File: config.mk
export PLATFORM = sky130hd
export DESIGN_NAME = str_engine
export DESIGN_NICKNAME = d
export VERILOG_FILES = /design/src/rtl/str_pkg.sv /design/src/rtl/str_engine.sv
export VERILOG_INCLUDE_DIRS = /design/src /design/src/rtl
export SDC_FILE = /design/constraint.sdc
export NUM_CORES = 1
export LEC_CHECK = 0
export ABC_AREA = 1
export BUFFER_PORTS_ARGS = -buffer_cell sky130_fd_sc_hd__buf_2
export CAP_MARGIN = 10
export CORE_ASPECT_RATIO = 0.5
export CORE_UTILIZATION = 50
export DETAILED_ROUTE_END_ITERATION = 7
export PLACE_DENSITY_LB_ADDON = 0.2
export SETUP_SLACK_MARGIN = 0.02
export SYNTH_ARGS = -nofsm -noshare
export SYNTH_HDL_FRONTEND = slang
export SYNTH_SLANG_ARGS = --single-unit
File: constraint.sdc
create_clock -name clk -period 9.8 [get_ports clk]
set_clock_uncertainty 0.05 [all_clocks]
set_input_delay 0 -clock clk [delete_from_list [all_inputs] [get_ports clk]]
set_output_delay 0 -clock clk [all_outputs]
set_load 0.05 [all_outputs]
File: src/rtl/assert_macros.svh
// ---------------------------------------------------------------------------
// Assertion macros
// Shorthand for clocked, reset-qualified concurrent assertions.
// ---------------------------------------------------------------------------
`ifndef ASSERT_MACROS_SVH
`define ASSERT_MACROS_SVH

// Same-cycle implication, disabled while reset is held.
`define ASSERT_IMPL(label, clk, rstn, ante, cons, msg) \
    label: assert property (@(posedge clk) disable iff (!(rstn)) (ante) |-> (cons)) \
        else $error(msg);

// Next-cycle implication, disabled while reset is held.
`define ASSERT_NEXT(label, clk, rstn, ante, cons, msg) \
    label: assert property (@(posedge clk) disable iff (!(rstn)) (ante) |=> (cons)) \
        else $error(msg);

`endif

File: src/rtl/str_pkg.sv
// ---------------------------------------------------------------------------
// Segment tree range sum package
// Shared widths, operation codes and the result type.
// ---------------------------------------------------------------------------
`default_nettype none

package str_pkg;

    localparam int LEAVES_DEFAULT = 1024;

    localparam int POSITION_W = 10;
    localparam int VALUE_W    = 32;
    localparam int BOUND_W    = 11;
    localparam int SUM_W      = 32;

    localparam int S_TDATA_W  = 64;
    localparam int S_TUSER_W  = 1;
    localparam int M_TDATA_W  = 32;

    localparam logic OP_SET   = 1'b0;
    localparam logic OP_QUERY = 1'b1;

    typedef struct packed {
        logic                    valid;
        logic signed [SUM_W-1:0] sum;
    } res_t;

endpackage

`default_nettype wire

File: src/rtl/str_engine.sv
// ---------------------------------------------------------------------------
// Segment tree engine
// Clears the node store, walks a leaf update up to the root, and walks a
// range query bottom-up with up to two node reads per level.
// ---------------------------------------------------------------------------
`default_nettype none

`include "assert_macros.svh"

module str_engine #(
    parameter int LEAVES = str_pkg::LEAVES_DEFAULT
) (
    input  wire logic                                   clk,
    input  wire logic                                   rstn,
    input  wire logic                                   in_valid,
    output logic                                        in_ready,
    input  wire logic                                   operation,
    input  wire logic [str_pkg::POSITION_W-1:0]         position,
    input  wire logic signed [str_pkg::VALUE_W-1:0]     value,
    input  wire logic [str_pkg::BOUND_W-1:0]            range_low,
    input  wire logic [str_pkg::BOUND_W-1:0]            range_high,
    input  wire logic                                   out_free,
    output str_pkg::res_t                               res,
    output logic                                        wr_en,
    output logic [$clog2(2*LEAVES)-1:0]                 wr_addr,
    output logic [str_pkg::SUM_W-1:0]                   wr_data,
    output logic                                        rd_a_en,
    output logic [$clog2(2*LEAVES)-1:0]                 rd_a_addr,
    input  wire logic [str_pkg::SUM_W-1:0]              rd_a_data,
    output logic                                        rd_b_en,
    output logic [$clog2(2*LEAVES)-1:0]                 rd_b_addr,
    input  wire logic [str_pkg::SUM_W-1:0]              rd_b_data
);

    import str_pkg::*;

    localparam int NODES = 2 * LEAVES;
    localparam int AW    = $clog2(NODES);
    localparam int IW    = $clog2(NODES + 1);
    localparam int BW    = (IW > BOUND_W) ? IW : BOUND_W;
    localparam int PW    = (IW > POSITION_W) ? IW : POSITION_W;

    typedef enum logic [2:0] {
        ST_CLEAR,
        ST_IDLE,
        ST_SLEAF,
        ST_SWALK,
        ST_QRUN,
        ST_QDONE
    } state_t;

    state_t           state_reg, state_next;
    logic [AW-1:0]    clr_reg, clr_next;
    logic [AW-1:0]    idx_reg, idx_next;
    logic [SUM_W-1:0] cur_reg, cur_next;
    logic [IW-1:0]    lo_reg, lo_next;
    logic [IW-1:0]    hi_reg, hi_next;
    logic [SUM_W-1:0] acc_reg, acc_next;
    logic             pend_a_reg, pend_a_next;
    logic             pend_b_reg, pend_b_next;

    logic [BW-1:0]    lo_ext, hi_ext, lo_sat, hi_sat;
    logic [IW-1:0]    lo_idx, hi_idx, hi_m1;
    logic [PW-1:0]    pos_ext;
    logic             pos_ok;
    logic [AW-1:0]    leaf_idx, parent;
    logic [SUM_W-1:0] walk_sum, acc_add;

    always_comb begin
        lo_ext   = BW'(range_low);
        hi_ext   = BW'(range_high);
        lo_sat   = (lo_ext > BW'(LEAVES)) ? BW'(LEAVES) : lo_ext;
        hi_sat   = (hi_ext > BW'(LEAVES)) ? BW'(LEAVES) : hi_ext;
        lo_idx   = IW'(lo_sat) + IW'(LEAVES);
        hi_idx   = IW'(hi_sat) + IW'(LEAVES);
        pos_ext  = PW'(position);
        pos_ok   = pos_ext < PW'(LEAVES);
        leaf_idx = AW'(pos_ext) + AW'(LEAVES);
        parent   = idx_reg >> 1;
        walk_sum = cur_reg + rd_a_data;
        hi_m1    = hi_reg - IW'(1);
        acc_add  = acc_reg + (pend_a_reg ? rd_a_data : '0) + (pend_b_reg ? rd_b_data : '0);
    end

    always_comb begin
        state_next  = state_reg;
        clr_next    = clr_reg;
        idx_next    = idx_reg;
        cur_next    = cur_reg;
        lo_next     = lo_reg;
        hi_next     = hi_reg;
        acc_next    = acc_reg;
        pend_a_next = pend_a_reg;
        pend_b_next = pend_b_reg;
        in_ready    = (state_reg == ST_IDLE);
        res         = '0;
        wr_en       = 1'b0;
        wr_addr     = '0;
        wr_data     = '0;
        rd_a_en     = 1'b0;
        rd_a_addr   = '0;
        rd_b_en     = 1'b0;
        rd_b_addr   = '0;
        unique case (state_reg)
            ST_CLEAR: begin
                wr_en    = 1'b1;
                wr_addr  = clr_reg;
                clr_next = clr_reg + AW'(1);
                if (clr_reg == AW'(NODES - 1)) begin
                    state_next = ST_IDLE;
                end
            end
            ST_IDLE: begin
                if (in_valid) begin
                    if (operation == OP_QUERY) begin
                        lo_next     = lo_idx;
                        hi_next     = hi_idx;
                        acc_next    = '0;
                        pend_a_next = 1'b0;
                        pend_b_next = 1'b0;
                        state_next  = ST_QRUN;
                    end else if (pos_ok) begin
                        idx_next   = leaf_idx;
                        cur_next   = SUM_W'(value);
                        state_next = ST_SLEAF;
                    end
                end
            end
            ST_SLEAF: begin
                wr_en   = 1'b1;
                wr_addr = idx_reg;
                wr_data = cur_reg;
                if (idx_reg == AW'(1)) begin
                    state_next = ST_IDLE;
                end else begin
                    rd_a_en    = 1'b1;
                    rd_a_addr  = idx_reg ^ AW'(1);
                    state_next = ST_SWALK;
                end
            end
            ST_SWALK: begin
                wr_en    = 1'b1;
                wr_addr  = parent;
                wr_data  = walk_sum;
                cur_next = walk_sum;
                idx_next = parent;
                if (parent == AW'(1)) begin
                    state_next = ST_IDLE;
                end else begin
                    rd_a_en   = 1'b1;
                    rd_a_addr = parent ^ AW'(1);
                end
            end
            ST_QRUN: begin
                acc_next = acc_add;
                if (lo_reg < hi_reg) begin
                    rd_a_en     = lo_reg[0];
                    rd_a_addr   = lo_reg[AW-1:0];
                    rd_b_en     = hi_reg[0];
                    rd_b_addr   = hi_m1[AW-1:0];
                    lo_next     = (lo_reg + IW'(lo_reg[0])) >> 1;
                    hi_next     = hi_reg >> 1;
                    pend_a_next = lo_reg[0];
                    pend_b_next = hi_reg[0];
                end else begin
                    pend_a_next = 1'b0;
                    pend_b_next = 1'b0;
                    state_next  = ST_QDONE;
                end
            end
            ST_QDONE: begin
                res.sum = acc_reg;
                if (out_free) begin
                    res.valid  = 1'b1;
                    state_next = ST_IDLE;
                end
            end
            default: begin
                state_next = ST_IDLE;
            end
        endcase
    end

    always_ff @(posedge clk) begin
        if (!rstn) begin
            state_reg <= ST_CLEAR;
            clr_reg   <= '0;
        end else begin
            state_reg <= state_next;
            clr_reg   <= clr_next;
        end
        idx_reg    <= idx_next;
        cur_reg    <= cur_next;
        lo_reg     <= lo_next;
        hi_reg     <= hi_next;
        acc_reg    <= acc_next;
        pend_a_reg <= pend_a_next;
        pend_b_reg <= pend_b_next;
    end

    `ASSERT_IMPL(a_no_rw_clash, clk, rstn, wr_en && rd_a_en, wr_addr != rd_a_addr, "read hits node being written")
    `ASSERT_IMPL(a_walk_internal, clk, rstn, state_reg == ST_SWALK, wr_addr < AW'(LEAVES), "update walk wrote a leaf")
    `ASSERT_IMPL(a_query_no_write, clk, rstn, state_reg == ST_QRUN || state_reg == ST_QDONE, !wr_en, "write during query")
    `ASSERT_IMPL(a_res_free, clk, rstn, res.valid, out_free, "result issued into a full output")
    `ASSERT_NEXT(a_clear_done, clk, rstn, state_reg == ST_CLEAR && clr_reg == AW'(NODES - 1), state_reg == ST_IDLE, "clear pass overran")

endmodule

`default_nettype wire

=== Word level (Yosys, flattened, before mapping) ===
Index checks and enable logic that the tools add are counted.

* Flip-flop bits (word level): 115
* Input bits: 133
* Output and inout port bits: 102
* Word-level logic and storage cells: 97

* Add/subtract/negate cells: 9
* $lt $le $gt $ge: 3
* Equal/unequal tests: 16
* Mux-type cells: 50
* Bitwise operators: 2
* Reduce and logical (&&, ||, !) cells: 8

{| class="wikitable"
|+ Operators by type and width
! cell !! count
|-
| $mux 32 || 6
|-
| $pmux 32 s2 || 3
|-
| $add 32x32->32 || 3
|-
| $mux 11 || 8
|-
| $mux 12 || 6
|-
| $pmux 11 s3 || 2
|-
| $pmux 12 s2 || 2
|-
| $mux 33 || 1
|-
| $add 11x11->12 const B || 2
|-
| $gt 11x11->1 const B || 2
|-
| $pmux 11 s2 || 1
|-
| $mux 3 || 6
|-
| $pmux 3 s6 || 1
|-
| $ne 2x2->1 const B || 7
|-
| $add 12x1->12 || 1
|-
| $lt 12x12->1 || 1
|-
| $add 10x11->11 const B || 1
|-
| $add 11x1->11 const B || 1
|-
| $eq 11x1->1 const B || 1
|-
| $eq 11x11->1 const B || 1
|-
| $sub 11x1->11 const B || 1
|-
| $eq 10x1->1 const B || 1
|-
| $mux 10 || 1
|-
| $mux 1 || 9
|-
| 14 further kinds || 20
|}

=== Longest topological paths before layout ===
Gate-level depths: netlist of run 1.

* Depth after elaboration: 6
* Gate-level depth with buffers: 19
* Gate-level depth less buffers: 18

=== Least setup slack after synthesis of run 1 ===
OpenSTA, ideal clock, no wires.

* Kind: flip-flop to flip-flop
* From: register state_reg[1]
* To: register cur_reg[0], enable pin
* Library setup time: 0.674 ns
* Data arrival time: 7.413 ns
* Required time: 9.076 ns
* Setup slack: 1.663 ns
* Cell stages (with the launch flop): 5
* Period minus slack after synthesis: 8.137 ns
* Path through: dfxtp_1 > inv_1 > nand3_1 > nor2_1 > a2111oi_0

* Word-level cells in the longest chain between the ends: 3
* Elaborated cells on any way between the ends: 6
* Classes of those cells: 4 x eq/ne; 2 x reduce/logical

{| class="wikitable"
|+ RTL lines
! element !! line !! RTL
|-
| from (decl) || str_engine.sv:52 || <nowiki>state_t state_reg, state_next;</nowiki>
|-
| from (signal assigned) || str_engine.sv:189 || <nowiki>state_reg <= state_next;</nowiki>
|-
| $eq 3x1->1 or $eq 3x2->1 (tied branches) || str_engine.sv:104 || <nowiki>unique case (state_reg)</nowiki>
|-
| $ne 2x2->1 (no line) or $reduce_bool 2->1 (tied branches) || - ||
|-
| $reduce_and 3->1 (no line) (*) || - ||
|-
| to (signal assigned) || str_engine.sv:193 || <nowiki>cur_reg <= cur_next;</nowiki>
|-
| to (decl) || str_engine.sv:55 || <nowiki>logic [SUM_W-1:0] cur_reg, cur_next;</nowiki>
|}

Every way passes the cells marked *; elsewhere a longest branch is shown, timed or not.
A chain may end at the register's enable or synchronous reset.

=== Final worst setup path of run 1 ===
* From: register state_reg[2]
* To: register hi_reg[8], enable pin

* Word-level cells in the longest chain between the ends: 3
* Elaborated cells on any way between the ends: 7
* Classes of those cells: 5 x eq/ne; 2 x reduce/logical

{| class="wikitable"
|+ RTL lines
! element !! line !! RTL
|-
| $eq 3x3->1 or $eq 3x1->1 (tied branches) || str_engine.sv:104 ||
|-
| $ne 2x2->1 (no line) (tied with other cells) || - ||
|-
| $reduce_and 4->1 (no line) (*) || - ||
|-
| to (signal assigned) || str_engine.sv:195 || <nowiki>hi_reg <= hi_next;</nowiki>
|-
| to (decl) || str_engine.sv:57 || <nowiki>logic [IW-1:0] hi_reg, hi_next;</nowiki>
|}

Marks and branches as above.

==> flow_summary.json, run 1 <==
{
  "gp_congestion": 0.9702,
  "crit_required_ps": 9820,
  "holdPathEnd": "cur_reg[0]",
  "outcome": "completed",
  "finalSetupTns_ps": 0,
  "insertion_delay_ps": 450,
  "die_height_um": 110.5,
  "groute.usage.overall": 0.3206,
  "crit_buf_inv": 3,
  "syn-num-nets": 2099,
  "r2r_setup_slack_ps": 5820,
  "h-tree-depth": 4,
  "cts_tree": "yes",
  "dp.cells": 2371,
  "synth_area_leaders": "edfxtp_1 26%, nand2_1 21%, inv_1 11%",
  "hp-start": "rd_a_data[0]",
  "critPathCaptureType": "register",
  "min_path_cells": 4,
  "path_cells": "inv_2 -> nor3_4 -> buf_4 -> inv_2 -> nor2_1 -> nand3_1 -> nor2_2 -> nand2_1 -> nand2_1",
  "ys_types": 38,
  "synthToLayoutAreaGrowth_pct": 23.36,
  "period_minus_slack_ps": 3979,
  "critical_path.slowest_cell": "nand2_1",
  "r2r_cells": 9,
  "placementRows": 39,
  "critPathKind": "register to register",
  "port-buffer-count": 234,
  "ys.warnings.count": 0,
  "period_share": 0.4060,
  "cp_top_family": "simple AND/OR/NAND/NOR gates",
  "ys_async_sr_fraction": 0,
  "hold_path.class": "input pin to register",
  "vdd_drop_max_v": 0.0001044,
  "die_w_um": 219.1,
  "final_common_cell": "nand2_1",
  "arrival_ps": 3990,
  "grt_start_max_net_pins": 47,
  "grt_pass1_wl_um": 60420,
  "postCtsHoldBufs": 67,
  "final_cell_mix": "664 x nand2_1, 344 x inv_1, 234 x buf_2",
  "tightest_slew_ps": 1121,
  "overflow": 0,
  "drive_gt1_frac": 0.1336,
  "setup_viol": 0,
  "hpwl_um": 29550,
  "rsz0062_at_grt": "false",
  "first_pass_iters": 6,
  "drc_errors": 0,
  "p_leak_nw": 8.589,
  "coreArea_sq_um": 22980,
  "grt_pass1_vias": 11770,
  "ys_seq_area_frac": 0.2812,
  "fmax_mhz": 251.4,
  "stdcell_count": 2470,
  "synth-seq-cells": 115,
  "finalHoldViolations": 0,
  "ios": 235,
  "ys.flop_type": "edfxtp_1",
  "drv_cap": 0,
  "synth_area_sq_um": 11780,
  "wl_um": 38230,
  "clockBufferDepth": 2,
  "numCtsBuffers": 17,
  "post_drt_wl_per_cell_um": 15.48,
  "powerDensity_nw_per_um2": 91.55,
  "max_stage_delay_ps": 1040,
  "slew_headroom": 0.2511,
  "p_total_mw": 1.331,
  "dieArea_sq_um": 24220,
  "antenna_cells": 0,
  "synth_edf_count": 101,
  "root_buffer": "clkbuf_16",
  "r2r-end": "hi_reg[8]",
  "synth_top_cell_area_share": 0.2574,
  "r2r-start": "state_reg[2]",
  "antenna_found_initial": 0,
  "path_max_fanout": 41,
  "worst_slack_ps": 5821,
  "cts_resized": 0,
  "initial_core_util": 0.5127,
  "syn_area_per_cell_sq_um": 6.342,
  "dr.first_iter.drc_count": 1263,
  "ant_nets": 0,
  "clk_pin_slew_ps": 60,
  "dpl_worst_slack_ps": 5886,
  "vias": 12870,
  "vias_per_cell": 5.211,
  "start_kind": "register",
  "clock_sink_count": 115,
  "netlist_instances": 1858,
  "slew_viol_final": 0,
  "synth_area_leader_cell": "edfxtp_1",
  "final_nets": 2391,
  "cts_setup_buffers": 0
}
worst max path at each step:
stage,start,endpoint,slack (ps),cells past startpoint
floorplan,state_reg[1],cur_reg[0],1660,4
global placement,state_reg[2],hi_reg[6],6000,9
detailed placement,state_reg[2],hi_reg[8],5890,9
CTS,state_reg[2],hi_reg[8],5900,9
global route,state_reg[2],hi_reg[8],5520,9
finish,state_reg[2],hi_reg[8],5820,9
where the power goes:
group | switching (mW) | internal, mW
clock | 0.246 | 0.405
combinational | 0.0817 | 0.0668
sequential | 0.000714 | 0.531
total | 0.328 | 1.00
metrics by stage:
step	instance area [sq um]	utilization	hold WS [ps]
floorplan	11780	-	128.6
global placement	13280	0.5776	219.5
detailed placement	13280	0.5776	220.2
CTS	14540	0.6324	0.9486
global route	14540	0.6324	44.97
finish	14540	0.6324	5.639
synth_stat cells, types with 3 or more instances:
cell type and number:
clkbuf_1 28, buf_2 4, nand4_1 19, nand2_1 664, dfxtp_1 14, fa_1 33
or2_2 8, o21ai_0 81, a21o_1 6, ha_1 75, xor2_1 8, nand3_1 116
inv_2 3, o22ai_1 8, o21bai_1 4, edfxtp_1 101, nor3_1 27, a21oi_1 85
inv_1 344, a22oi_1 7, nand3b_1 5, nor2_1 186, xnor2_1 5, a31oi_1 3
nor4_1 3, o21a_1 5
worst reg2reg max path, cell delays in order (launching register included):
cell and delay (ps):
dfxtp_1 410, inv_2 100, nor3_4 100, buf_4 460
inv_2 430, nor2_1 190, nand3_1 100, nor2_2 130
nand2_1 570, nand2_1 1040
cell type report:
cell class	instances	area, sq um
fillers	2189	8448
multi-input cells	1361	7052
flip-flops and latches	115	3313
repair buffers	308	1894
inverters	347	1303
clock buffers	23	457.9
well taps	307	384.1
clock inverters	9	131.4
logic make-up (layout without fill, tap and decap cells):
family                     Yosys count  after routing  share of synthesized area
xor gates and xnor gates            13             13                   0.009663
muxes                                2              2                   0.001911
adders and majority gates          108            108                     0.1357
and+or+nand+nor                   1035           1035                     0.3558
DFF                                115            115                     0.2812
AOI/OAI and AO/OA                  203            203                    0.09292
buffers and inverters              382            687                     0.1228
metal layers:
layer | track usage | vias up | wire length, um
met4 | 0.08750 | 0 | 806
met1 | 0.4596 | 5819 | 17630
met2 | 0.4977 | 555 | 16780
met3 | 0.05262 | 52 | 3008
li1 | - | 6444 | -
met5 | 0 | - | 0
Power figures use the tool's default switching activity.
==> run 2: changes to the inputs <==
--- a/config.mk
+++ b/config.mk
@@ -6,7 +6,7 @@
 export SDC_FILE = /design/constraint.sdc
 export NUM_CORES = 1
 export LEC_CHECK = 0
-export ABC_AREA = 1
+export ABC_AREA = 0
 export BUFFER_PORTS_ARGS = -buffer_cell sky130_fd_sc_hd__buf_2
 export CAP_MARGIN = 10
 export CORE_ASPECT_RATIO = 0.5
==> constraint.sdc (replaced) <==
create_clock -name clk -period 3.8 [get_ports clk]
set_clock_uncertainty 0.05 [all_clocks]
set_input_delay 0 -clock clk [delete_from_list [all_inputs] [get_ports clk]]
set_output_delay 0 -clock clk [all_outputs]
set_load 0.05 [all_outputs]
==> flow_summary.json, run 2 <==
{
  "finalHoldViolations": 0,
  "critical_path.slowest_cell": "fa_1",
  "vias_per_cell": 5.679,
  "dp.cells": 1668,
  "p_leak_nw": 6.126,
  "max_stage_delay_ps": 530,
  "syn-num-nets": 1426,
  "coreArea_sq_um": 20690,
  "wl_um": 32440,
  "port-buffer-count": 234,
  "ys.warnings.count": 0,
  "synth_top_cell_area_share": 0.2855,
  "ys.flop_type": "edfxtp_1",
  "fmax_mhz": 272.4,
  "netlist_instances": 1185,
  "r2r_setup_slack_ps": 130,
  "tightest_slew_ps": 1049,
  "clk_pin_slew_ps": 60,
  "period_share": 0.9659,
  "critPathCaptureType": "register",
  "r2r-end": "acc_reg[31]",
  "synthToLayoutAreaGrowth_pct": 28.21,
  "synth_area_leaders": "edfxtp_1 29%, ha_1 8.8%, and2_1 6.4%",
  "final_cell_mix": "233 x buf_2, 143 x nand2_1, 119 x nor2_1",
  "synth_area_sq_um": 10620,
  "hp-start": "rd_a_data[0]",
  "cts_tree": "yes",
  "dieArea_sq_um": 21870,
  "r2r-start": "pend_a_reg",
  "drive_gt1_frac": 0.2274,
  "initial_core_util": 0.5134,
  "slew_headroom": 0.2965,
  "clockBufferDepth": 2,
  "ys_seq_area_frac": 0.3119,
  "worstSetupStartpoint": "pend_a_reg",
  "ys_async_sr_fraction": 0,
  "synth_edf_count": 101,
  "r2r_cells": 14,
  "ys_types": 70,
  "numCtsBuffers": 17,
  "drv_cap": 0,
  "path_max_fanout": 10,
  "outcome": "completed",
  "overflow": 0,
  "period_minus_slack_ps": 3670,
  "die_height_um": 105.1,
  "powerDensity_nw_per_um2": 256.1,
  "grt_start_max_net_pins": 66,
  "stdcell_count": 1779,
  "vdd_drop_max_v": 0.0002702,
  "insertion_delay_ps": 440,
  "syn_area_per_cell_sq_um": 8.965,
  "synth.most_common_cell": "nand2_1",
  "arrival_ps": 3780,
  "setup_viol": 0,
  "ant_nets": 0,
  "antenna_found_initial": 2,
  "placementRows": 37,
  "critPathKind": "register to register",
  "synth_commonest_cells": "144 x nand2_1, 119 x nor2_1, 108 x and2_1, 101 x edfxtp_1, 75 x ha_1",
  "slew_viol_final": 0,
  "h-tree-depth": 4,
  "groute.usage.overall": 0.3002,
  "min_path_cells": 4,
  "rsz0062_at_grt": "true",
  "final_nets": 1732,
  "first_pass_iters": 7,
  "vias": 10100,
  "cp_top_family": "compound AO/OA/AOI/OAI gates",
  "holdPathEnd": "cur_reg[0]",
  "synth_area_leader_cell": "edfxtp_1",
  "hpwl_um": 24440,
  "dr.first_iter.drc_count": 657,
  "start_kind": "register",
  "synth-seq-cells": 115,
  "final_common_cell": "buf_2",
  "crit_required_ps": 3910,
  "die_w_um": 208.1,
  "gp_congestion": 0.9154,
  "root_buffer": "clkbuf_16",
  "ios": 235,
  "hold_path.class": "input pin to register",
  "hold_ws_ps": 31.73,
  "fillCellCount": 1750,
  "grt_pass1_wl_um": 50890,
  "post_drt_wl_per_cell_um": 18.24,
  "clock_sink_count": 115,
  "grt_pass1_vias": 9784,
  "drc_errors": 0,
  "path_cells": "buf_4 -> and2_1 -> fa_1 -> inv_1 -> fa_1 -> nor2b_2 -> o31a_1 -> o311ai_4 -> a31oi_4 -> a31oi_4 -> o31a_1 -> o21ai_2 -> xnor2_1 -> nor2_1",
  "crit_buf_inv": 2
}
[run 2: cell families (layout without fill, tap and decap cells)]
group	count (synthesis)	count (layout)	share of synthesized area
adders and majority gates	108	108	0.1505
AOI/OAI and AO/OA	268	268	0.1716
DFF	115	115	0.3119
muxes	46	46	0.04581
buffers and inverters	85	404	0.03180
other	0	2	0
and+or+nand+nor	484	484	0.2220
xor gates and xnor gates	79	79	0.06642
[run 2: how the worst max path moves through the flow]
stage / end / slack, ps / cells past startpoint
after floorplan: acc_reg[0] / 220 / 6
after global placement: acc_reg[31] / 140 / 14
after detailed placement: acc_reg[31] / 40 / 14
after CTS: acc_reg[31] / 30 / 14
after global routing: acc_reg[31] / -40 / 14
final: acc_reg[31] / 130 / 14
[run 2: worst min-delay path, delay by kind of cell]
kind	cells	cell delay (ps)
AND/OR/NAND/NOR	2	100
adder cells (fa/ha/maj)	1	160
buffers and inverters	1	150
[run 2: routing by layer]
metal  vias to the layer above  wire length [um]  part of all wire  GRT usage
li1                       4843                 -                 -          -
met1                      4824             14580              0.45     0.4047
met2                       376             14800              0.46     0.4794
met3                        60              2204             0.068    0.05260
met4                         0               862             0.027     0.1196
met5                         -                 0                 0          0
[run 2: power by group]
group	total, mW	switching [mW]	internal [mW]
Sequential	1.37	0.00365	1.37
Clock	1.75	0.602	1.15
Combinational	0.367	0.180	0.186
[run 2: final cells by class]
| type | count | area (sq um) | area share |
|---|---|---|---|
| Multi-Input combinational cell | 985 | 7046 | 0.5173 |
| Inverter | 37 | 138.9 | 0.01020 |
| Timing Repair Buffer | 335 | 2143 | 0.1574 |
| Sequential cell | 115 | 3314 | 0.2433 |
| Antenna cell | 2 | 5.005 | 0.0003674 |
| Clock inverter | 9 | 153.9 | 0.01130 |
| Tap cell | 273 | 341.6 | 0.02508 |
| Clock buffer | 23 | 478.0 | 0.03509 |
[run 2: repair_timing]
action / 4_1_cts / 5_1_grt
setup endpoints to repair: 0 / 10
setup buffers: 0 / 4
resized for setup: 0 / 14
endpoints found under the hold margin: 79 / 0
hold buffers: 73 / 0
[run 2: per-stage QoR]
step / instance area (sq um) / power, mW / utilization / setup slack, ps / setup TNS, ps
2_1_floorplan: 10630 / 1.569 / - / 224.8 / 0
3_3_place_gp: 12170 / 1.693 / 0.5881 / 140.0 / 0
3_5_place_dp: 12170 / 1.698 / 0.5881 / 39.00 / 0
4_1_cts: 13530 / 3.504 / 0.6539 / 28.59 / 0
5_1_grt: 13620 / 3.591 / 0.6582 / -36.05 / -36.05
6_report: 13620 / 3.489 / 0.6582 / 129.6 / 0
==> run 3: changes to the inputs <==
==> constraint.sdc (replaced) <==
create_clock -name clk -period 4.18 [get_ports clk]
set_clock_uncertainty 0.05 [all_clocks]
set_input_delay 0 -clock clk [delete_from_list [all_inputs] [get_ports clk]]
set_output_delay 0 -clock clk [all_outputs]
set_load 0.05 [all_outputs]
==> flow_summary.json, run 3 (synthesis results as in run 2) <==
{
  "drc_errors": 0,
  "clk_pin_slew_ps": 60,
  "crit_required_ps": 4270,
  "synthToLayoutAreaGrowth_pct": 26.43,
  "numCtsBuffers": 17,
  "finalSetupTns_ps": 0,
  "outcome": "completed",
  "ant_nets": 0,
  "placementRows": 37,
  "drv_cap": 0,
  "clockBufferDepth": 2,
  "grt_start_max_net_pins": 66,
  "slew_viol_final": 0,
  "gp_congestion": 0.9764,
  "wl_um": 32160,
  "h-tree-depth": 4,
  "cts_tree": "yes",
  "slew_headroom": 0.3268,
  "ios": 235,
  "insertion_delay_ps": 420,
  "period_minus_slack_ps": 3997,
  "post_drt_wl_per_cell_um": 18.24,
  "vias": 10090,
  "dr.first_iter.drc_count": 657,
  "final_common_cell": "buf_2",
  "final_nets": 1717,
  "start_kind": "register",
  "critPathCaptureType": "register",
  "drive_gt1_frac": 0.2196,
  "powerDensity_nw_per_um2": 235.0,
  "p_leak_nw": 6.048,
  "arrival_ps": 4090,
  "coreArea_sq_um": 20690,
  "vias_per_cell": 5.721,
  "root_buffer": "clkbuf_16",
  "fmax_mhz": 250.2,
  "die_w_um": 208.1,
  "worstSetupStartpoint": "pend_a_reg",
  "final_area_sq_um": 13430,
  "grt_pass1_wl_um": 50680,
  "overflow": 0,
  "period_share": 0.9563,
  "final_cell_mix": "234 x buf_2, 143 x nand2_1, 119 x nor2_1",
  "stdcell_count": 1763,
  "dieArea_sq_um": 21870,
  "hp-start": "rd_a_data[0]",
  "port-buffer-count": 234,
  "groute.usage.overall": 0.2950,
  "critPathKind": "register to register",
  "path_max_fanout": 13,
  "grt_pass1_vias": 9867,
  "die_height_um": 105.1,
  "hold_path.class": "input pin to register",
  "dp.cells": 1656,
  "r2r_cells": 14,
  "tightest_slew_ps": 1008,
  "placed_area_sq_um": 12050,
  "vdd_drop_max_v": 0.0002122,
  "initial_core_util": 0.5134,
  "first_pass_iters": 6,
  "r2r-start": "pend_a_reg",
  "finalHoldViolations": 0,
  "rsz0062_at_grt": "false",
  "setup_viol": 0,
  "antenna_found_initial": 1,
  "clock_sink_count": 115,
  "hpwl_um": 23920,
  "min_path_cells": 4,
  "cts_resized": 0
}
[run 3: path summary, 6_finish.rpt]
path / end / slack (ps)
max: acc_reg[31] / 180
min: cur_reg[0] / 20
min reg2reg: clr_reg[6] / 470
max reg2reg: acc_reg[31] / 180
[run 3: critical path, cell delays in order, from the launching register on]
cell and delay, ps:
edfxtp_1 540, and2_1 230, fa_1 520, ha_1 160, inv_1 50, fa_1 390
nor2b_1 230, o31a_1 230, o311ai_2 140, a31oi_2 330, a31oi_4 150, o31a_1 330
o21ai_1 170, xnor2_1 130, nor2_1 50
[run 3: stage by stage]
step	setup WS, ps	utilization	power, mW	hold WS (ps)
6_report	182.7	0.6491	3.157	24.70
5_1_grt	27.90	0.6491	3.254	65.28
4_1_cts	157.3	0.6462	3.163	15.13
3_5_place_dp	197.3	0.5825	1.543	219.3
3_3_place_gp	356.4	0.5825	1.537	220.2
2_1_floorplan	604.8	-	1.426	82.58
[run 3: cell type report]
type                       instances  area [sq um]
antenna                            1         2.502
clock buffer                      20         446.7
clock inverter                    12         180.2
fill                            1715          7262
inverter                          37         138.9
multi-input combinational        985          6998
sequential                       115          3314
tap                              273         341.6
timing repair buffer             320          2009
[run 3: metal layers]
layer,up-vias,routed length (um),share of wire,track usage
li1,4802,-,-,-
met1,4767,14210,0.44,0.4003
met2,457,14700,0.46,0.4746
met3,61,2479,0.077,0.05621
met4,0,774,0.024,0.09577
met5,-,0,0,0
[run 3: power breakdown]
part           internal (mW)  switching, mW
Combinational          0.166          0.164
Sequential              1.24        0.00338
Clock                   1.02          0.563
[run 3: repair_timing]
action	in CTS	in global routing
hold endpoints to repair	78	0
hold buffers	69	0
setup buffers	0	4
endpoints found under the setup margin	0	4
